$ cat config.mk
export PLATFORM = sky130hd
export DESIGN_NAME = frame_alloc_clock_replacement
export DESIGN_NICKNAME = d
export VERILOG_FILES = /design/src/design/fac_pkg.sv /design/src/design/frame_alloc_clock_replacement.sv /design/src/design/fac_ram.sv
export SDC_FILE = /design/constraint.sdc
export NUM_CORES = 1
export LEC_CHECK = 0
export BUFFER_PORTS_ARGS = -buffer_cell sky130_fd_sc_hd__clkbuf_2
export CORE_UTILIZATION = 39
export CTS_BUF_LIST = sky130_fd_sc_hd__clkbuf_4 sky130_fd_sc_hd__clkbuf_8
export CTS_CLUSTER_SIZE = 14
export DETAILED_ROUTE_END_ITERATION = 10
export SYNTH_ARGS = -nofsm -noshare
export SYNTH_HDL_FRONTEND = slang
export SYNTH_HIERARCHICAL = 1
export SYNTH_SLANG_ARGS = --single-unit
$ cat constraint.sdc
create_clock -name clk -period 3.8 [get_ports clk]
set_input_delay 0.19 -clock clk [delete_from_list [all_inputs] [get_ports clk]]
set_output_delay 0.19 -clock clk [all_outputs]
set_load 0.1 [all_outputs]
$ cat src/design/fac_pkg.sv
// Shared types and constants for the frame allocator with clock replacement.
`default_nettype none
package fac_pkg;

	localparam int NUM_FRAMES_DEF = 64;
	localparam int FRAME_W        = 6;
	localparam int CMD_W          = 2;

	localparam logic [CMD_W-1:0] CMD_ALLOC = 2'd0;
	localparam logic [CMD_W-1:0] CMD_FREE  = 2'd1;
	localparam logic [CMD_W-1:0] CMD_MARK  = 2'd2;

	typedef struct packed {
		logic [CMD_W-1:0]   cmd;
		logic [FRAME_W-1:0] frame_index;
	} req_t;

	typedef struct packed {
		logic [FRAME_W-1:0] granted_frame;
		logic               evicted;
	} rsp_t;

	typedef struct packed {
		logic used;
		logic refd;
	} ent_t;

endpackage
`default_nettype wire

$ cat src/design/frame_alloc_clock_replacement.sv
// Top level: frame pool allocator with clock (second-chance) replacement.
// Free and mark pass through a look state that reads the frame entry; an unknown command
// or out-of-range frame completes from idle; allocate reads frames one per cycle from the frame RAM;
// the lowest-free scan reads up to NUM_FRAMES frames, the clock sweep up to NUM_FRAMES + 1.
// One transaction in flight; busy drops in the result cycle, so the next one can start there.
// After reset the frame RAM is cleared with busy high.
`default_nettype none
module frame_alloc_clock_replacement #(
	parameter int NUM_FRAMES = fac_pkg::NUM_FRAMES_DEF
) (
	input  wire logic          clk,
	input  wire logic          arst_n,
	input  wire logic          start,
	output logic               busy,
	input  wire fac_pkg::req_t req,
	output logic               done,
	output fac_pkg::rsp_t      rsp
);

	localparam int AW = (NUM_FRAMES > 1) ? $clog2(NUM_FRAMES) : 1;
	localparam int CW = $clog2(NUM_FRAMES + 1);
	localparam int EW = $bits(fac_pkg::ent_t);

	typedef enum logic [2:0] {
		S_CLEAR,
		S_IDLE,
		S_LOOK,
		S_SCAN,
		S_SWEEP
	} state_t;

	state_t          state_q;
	logic [AW-1:0]   clr_addr_q;
	logic [CW-1:0]   used_cnt_q;
	logic [AW-1:0]   hand_q;
	fac_pkg::req_t   req_q;
	logic [AW-1:0]   rd_addr_q;
	logic [AW-1:0]   chk_addr_s1;
	logic            done_q;
	fac_pkg::rsp_t   rsp_q;

	logic            ram_we;
	logic [AW-1:0]   ram_waddr;
	fac_pkg::ent_t   ram_wdata;
	logic [AW-1:0]   ram_raddr;
	logic [EW-1:0]   ram_rdata;
	fac_pkg::ent_t   ent;
	logic [AW-1:0]   req_addr;
	logic            req_in_range;
	logic            pool_full;

	function automatic logic [AW-1:0] next_slot(input logic [AW-1:0] a);
		return (a == AW'(NUM_FRAMES - 1)) ? '0 : a + 1'b1;
	endfunction

	assign ent          = fac_pkg::ent_t'(ram_rdata);
	assign req_addr     = AW'(req.frame_index);
	assign req_in_range = 32'(req.frame_index) < 32'(NUM_FRAMES);
	assign pool_full    = used_cnt_q == CW'(NUM_FRAMES);

	fac_ram #(
		.WIDTH(EW),
		.DEPTH(NUM_FRAMES)
	) u_ram (
		.clk  (clk),
		.we   (ram_we),
		.waddr(ram_waddr),
		.wdata(EW'(ram_wdata)),
		.raddr(ram_raddr),
		.rdata(ram_rdata)
	);

	always_comb begin
		ram_we    = 1'b0;
		ram_waddr = chk_addr_s1;
		ram_wdata = '{used: 1'b1, refd: 1'b0};
		ram_raddr = rd_addr_q;
		case (state_q)
			S_CLEAR: begin
				ram_we    = 1'b1;
				ram_waddr = clr_addr_q;
				ram_wdata = '{used: 1'b0, refd: 1'b0};
			end
			S_IDLE: begin
				if (req.cmd == fac_pkg::CMD_ALLOC) begin
					ram_raddr = pool_full ? hand_q : '0;
				end else begin
					ram_raddr = req_addr;
				end
			end
			S_LOOK: begin
				if (req_q.cmd == fac_pkg::CMD_FREE) begin
					ram_we    = 1'b1;
					ram_wdata = '{used: 1'b0, refd: 1'b0};
				end else begin
					ram_we    = ent.used;
					ram_wdata = '{used: 1'b1, refd: 1'b1};
				end
			end
			S_SCAN: begin
				ram_we = !ent.used;
			end
			S_SWEEP: begin
				ram_we = 1'b1;
			end
			default: begin
				ram_we = 1'b0;
			end
		endcase
	end

	always_ff @(posedge clk or negedge arst_n) begin
		if (!arst_n) begin
			state_q     <= S_CLEAR;
			clr_addr_q  <= '0;
			used_cnt_q  <= '0;
			hand_q      <= '0;
			req_q       <= '0;
			rd_addr_q   <= '0;
			chk_addr_s1 <= '0;
			done_q      <= 1'b0;
			rsp_q       <= '0;
		end else begin
			done_q <= 1'b0;
			case (state_q)
				S_CLEAR: begin
					clr_addr_q <= clr_addr_q + 1'b1;
					if (clr_addr_q == AW'(NUM_FRAMES - 1)) begin
						state_q <= S_IDLE;
					end
				end
				S_IDLE: begin
					if (start) begin
						req_q <= req;
						rsp_q <= '{granted_frame: req.frame_index, evicted: 1'b0};
						case (req.cmd) inside
							fac_pkg::CMD_ALLOC: begin
								if (pool_full) begin
									chk_addr_s1 <= hand_q;
									rd_addr_q   <= next_slot(hand_q);
									state_q     <= S_SWEEP;
								end else begin
									chk_addr_s1 <= '0;
									rd_addr_q   <= next_slot('0);
									state_q     <= S_SCAN;
								end
							end
							fac_pkg::CMD_FREE, fac_pkg::CMD_MARK: begin
								chk_addr_s1 <= req_addr;
								if (req_in_range) begin
									state_q <= S_LOOK;
								end else begin
									done_q <= 1'b1;
								end
							end
							default: begin
								done_q <= 1'b1;
							end
						endcase
					end
				end
				S_LOOK: begin
					if (req_q.cmd == fac_pkg::CMD_FREE && ent.used) begin
						used_cnt_q <= used_cnt_q - 1'b1;
					end
					done_q  <= 1'b1;
					state_q <= S_IDLE;
				end
				S_SCAN: begin
					if (!ent.used) begin
						used_cnt_q <= used_cnt_q + 1'b1;
						rsp_q      <= '{granted_frame: fac_pkg::FRAME_W'(chk_addr_s1),
						                evicted: 1'b0};
						done_q     <= 1'b1;
						state_q    <= S_IDLE;
					end else begin
						chk_addr_s1 <= rd_addr_q;
						rd_addr_q   <= next_slot(rd_addr_q);
					end
				end
				S_SWEEP: begin
					if (!ent.refd) begin
						hand_q  <= next_slot(chk_addr_s1);
						rsp_q   <= '{granted_frame: fac_pkg::FRAME_W'(chk_addr_s1),
						             evicted: 1'b1};
						done_q  <= 1'b1;
						state_q <= S_IDLE;
					end else begin
						chk_addr_s1 <= rd_addr_q;
						rd_addr_q   <= next_slot(rd_addr_q);
					end
				end
				default: begin
					state_q <= S_IDLE;
				end
			endcase
		end
	end

	assign busy = state_q != S_IDLE;
	assign done = done_q;
	assign rsp  = rsp_q;

endmodule
`default_nettype wire

$ cat src/design/fac_ram.sv
// Generic single-write, single-read RAM with registered read data.
`default_nettype none
module fac_ram #(
	parameter int WIDTH = 2,
	parameter int DEPTH = 64,
	parameter int AW    = $clog2(DEPTH)
) (
	input  wire logic             clk,
	input  wire logic             we,
	input  wire logic [AW-1:0]    waddr,
	input  wire logic [WIDTH-1:0] wdata,
	input  wire logic [AW-1:0]    raddr,
	output logic      [WIDTH-1:0] rdata
);

	logic [WIDTH-1:0] mem [DEPTH];

	always_ff @(posedge clk) begin
		if (we) begin
			mem[waddr] <= wdata;
		end
		rdata <= mem[raddr];
	end

endmodule
`default_nettype wire
==> out/metrics.yaml <==
drt_iter0_drc: 397
irDropWorstVdd_mv: 0.3343
power.leakage_uw: 0.003181
synthesis.nets: 644
grt_antenna_before_repair: 0
ys.warnings.count: 6
finalHoldViolations: 0
power.density_mw_per_mm2: 841.2
period_share_pct: 86.31
grt_pass1_vias: 5572
antenna_cells: 0
area_growth_pct: 10.30
outcome: "complete, no violations"
max_cap_viol_count: 0
synthTopCellsByArea: "edfxtp_1, dfrtp_1, mux4_2"
core_mm2: 0.02043
slew_headroom_pct: 23.20
slew_viol_final: 0
cts_sinks: 174
cts_buffers: 17
intPower_uw: 4307
p_sw_uw: 3311
critPathRequiredTime_ns: 4.14
synthTopCellsByCount: "edfxtp_1, nor2_1, dfrtp_1, nand2_1"
rsz0062_at_grt: "no"
cts_tree: "built"
drc: 0
dpl.cell_count: 899
setup_viol: 0
synth_cells: 623
place_hpwl_mm: 12.50
synthFlopType: "edfxtp_1"
clockRootBuffer: "clkbuf_8"
instances_no_fill: 932
cp-start-kind: "register"
gr-total-overflow: 0
cp_max_fo: 36
critPathKind: "register to register"
num_io_pins: 20
crit_arrival_ns: 3.62
drive_gt1_share_pct: 19.18
syn_area_per_cell_um2: 13.18
yosysSeqAreaShare_pct: 60.71
synth-edff-count: 128
clk_pin_slew_ns: 0.10
ys_ff_latch: 174
numPortBuffers: 19
track_usage_pct: 18.11
async_reset_ff_share_pct: 25.29
drtPass1Iterations: 5
clock_path_buffers: 2
synthesis.area_mm2: 0.008210
die_w_um: 147.1
ys_types: 61
combinationalPowerShare_pct: 46.8
synth.most_common_cell: "edfxtp_1"
swShare_pct: 43.46
grt_max_degree: 65
skew_ns: 0.01438
yosys.area.top_type: "edfxtp_1"
period_minus_slack_ns: 3.280
ant_nets: 0
row_count: 52
wl_per_cell_um: 19.63
cts_resized: 0
fmax_mhz: 304.9
die_area_mm2: 0.02164
finalNetCount: 670
post_drt_via_cell_ratio: 5.634
clkLatencyLatePin_ns: 0.46
routed-via-count: 5251
grt_pass1_wl_mm: 30.07
setup_tns_ns: 0
hold_class: "input pin to register"
cp-end-kind: "register"
worst_slew_pin_slew_ns: 1.152
dieHeight_um: 147.1
netlist.area_leader.share_pct: 46.81
p_seq_share_pct: 36.7
htree_num_levels: 4
clkPwrFrac_pct: 16.5
drt_wl_total_mm: 18.29
start_util_pct: 40.19
gp_congestion: 0.8433
finish.utilization_pct: 44.33
-- metrics by stage --
stage          setup WS (ns)  hold slack (ns)  total power [uW]  area, um2
2_1_floorplan         0.8928          -0.1056              5439       8210
5_1_grt               0.3750          0.07365              8090       9056
3_3_place_gp          0.5907           0.4384              6298       8643
6_report              0.5201          0.04218              7618       9056
4_1_cts               0.4980          0.01174              7677       9056
3_5_place_dp          0.5329           0.4595              6398       8643
-- cells in the final DEF (no fill, tap or decap), types with 9 or more instances in the layout --
cell type    n
clkbuf_2    19
o21a_1       9
ha_1         9
nand2_1     44
mux2_2       9
o21ai_0     28
mux4_2      29
dfrtp_1     44
clkbuf_8    17
a21oi_1     27
edfxtp_1   128
nor2_1      88
mux2i_1     16
xnor2_1     10
inv_1        9
nor2b_1     10
nand3_1     18
buf_4       17
-- state kept, by name, summed over array words and instances (netlist names), 3 cells and up --
register     flops
chk_addr_s1      6
clr_addr_q       6
hand_q           6
rd_addr_q        6
rsp              7
state_q          3
u_ram/mem      128
used_cnt_q       7
-- final cells by class --
| type | instances | area (um2) |
|---|---|---|
| fillers | 1906 | 11370 |
| repair buffers | 38 | 252.7 |
| flip-flops and latches | 174 | 4985 |
| well taps | 270 | 337.8 |
| inverters | 9 | 33.78 |
| multi-input cells | 409 | 3044 |
| clock inverters | 15 | 168.9 |
| clock buffers | 17 | 234.0 |
-- worst max-delay path, cell delays in order (launching register included) --
cell and delay, ns:
dfrtp_1 0.43, nor4b_2 0.56, a41oi_1 0.31, a21oi_4 0.24, buf_12 0.30, mux4_2 0.54
a22o_1 0.23, o21ai_0 0.18, a21oi_1 0.10, a211o_1 0.24
-- final timing paths --
kind	from	end	slack, ns	cells past startpoint
hold reg to reg	used_cnt_q[6]$_DFFE_PN0P_	used_cnt_q[6]$_DFFE_PN0P_	0.48	1
setup / recovery	used_cnt_q[3]$_DFFE_PN0P_	u_ram/rdata[0]$_DFF_P_	0.52	9
max in group asynchronous	arst_n	rd_addr_q[1]$_DFFE_PN0P_	2.62	2
setup reg to reg	used_cnt_q[3]$_DFFE_PN0P_	u_ram/rdata[0]$_DFF_P_	0.52	9
min in group asynchronous	arst_n	rsp[0]$_DFFE_PN0P_	0.48	2
hold / removal	req[4]	rsp[5]$_DFFE_PN0P_	0.04	3
-- power groups by stage --
stage               Combinational [uW]  Clock, uW  Sequential [uW]
floorplan                         2440          0             3000
global placement                  3480          0             2820
detailed placement                3560          0             2840
CTS                               3580       1300             2800
global route                      3890       1360             2840
finish                            3560       1260             2800
-- metal layers --
layer | GRT usage [%] | up-vias | part of all wire, %
li1 | - | 2404 | -
met1 | 22.80 | 2700 | 44
met2 | 30.80 | 125 | 50
met3 | 3.478 | 22 | 4.2
met4 | 7.010 | 0 | 1.9
met5 | 0 | - | 0
-- logic make-up (layout without fill, tap and decap cells) --
kind of cell / after synthesis / in the layout / synth area share, %
AO/OA/AOI/OAI: 118 / 118 / 9.418
adder cells (fa/ha/maj): 10 / 10 / 1.615
buffers and inverters: 40 / 79 / 2.575
multiplexers: 55 / 55 / 11.32
XOR/XNOR: 18 / 18 / 1.920
AND/OR/NAND/NOR: 208 / 208 / 12.44
flip-flops: 174 / 174 / 60.71
-- timing repair --
action	CTS	global route
hold endpoints to repair	44	0
buffers inserted	0	0
hold buffers	1	0
Power figures use the tool's default switching activity.
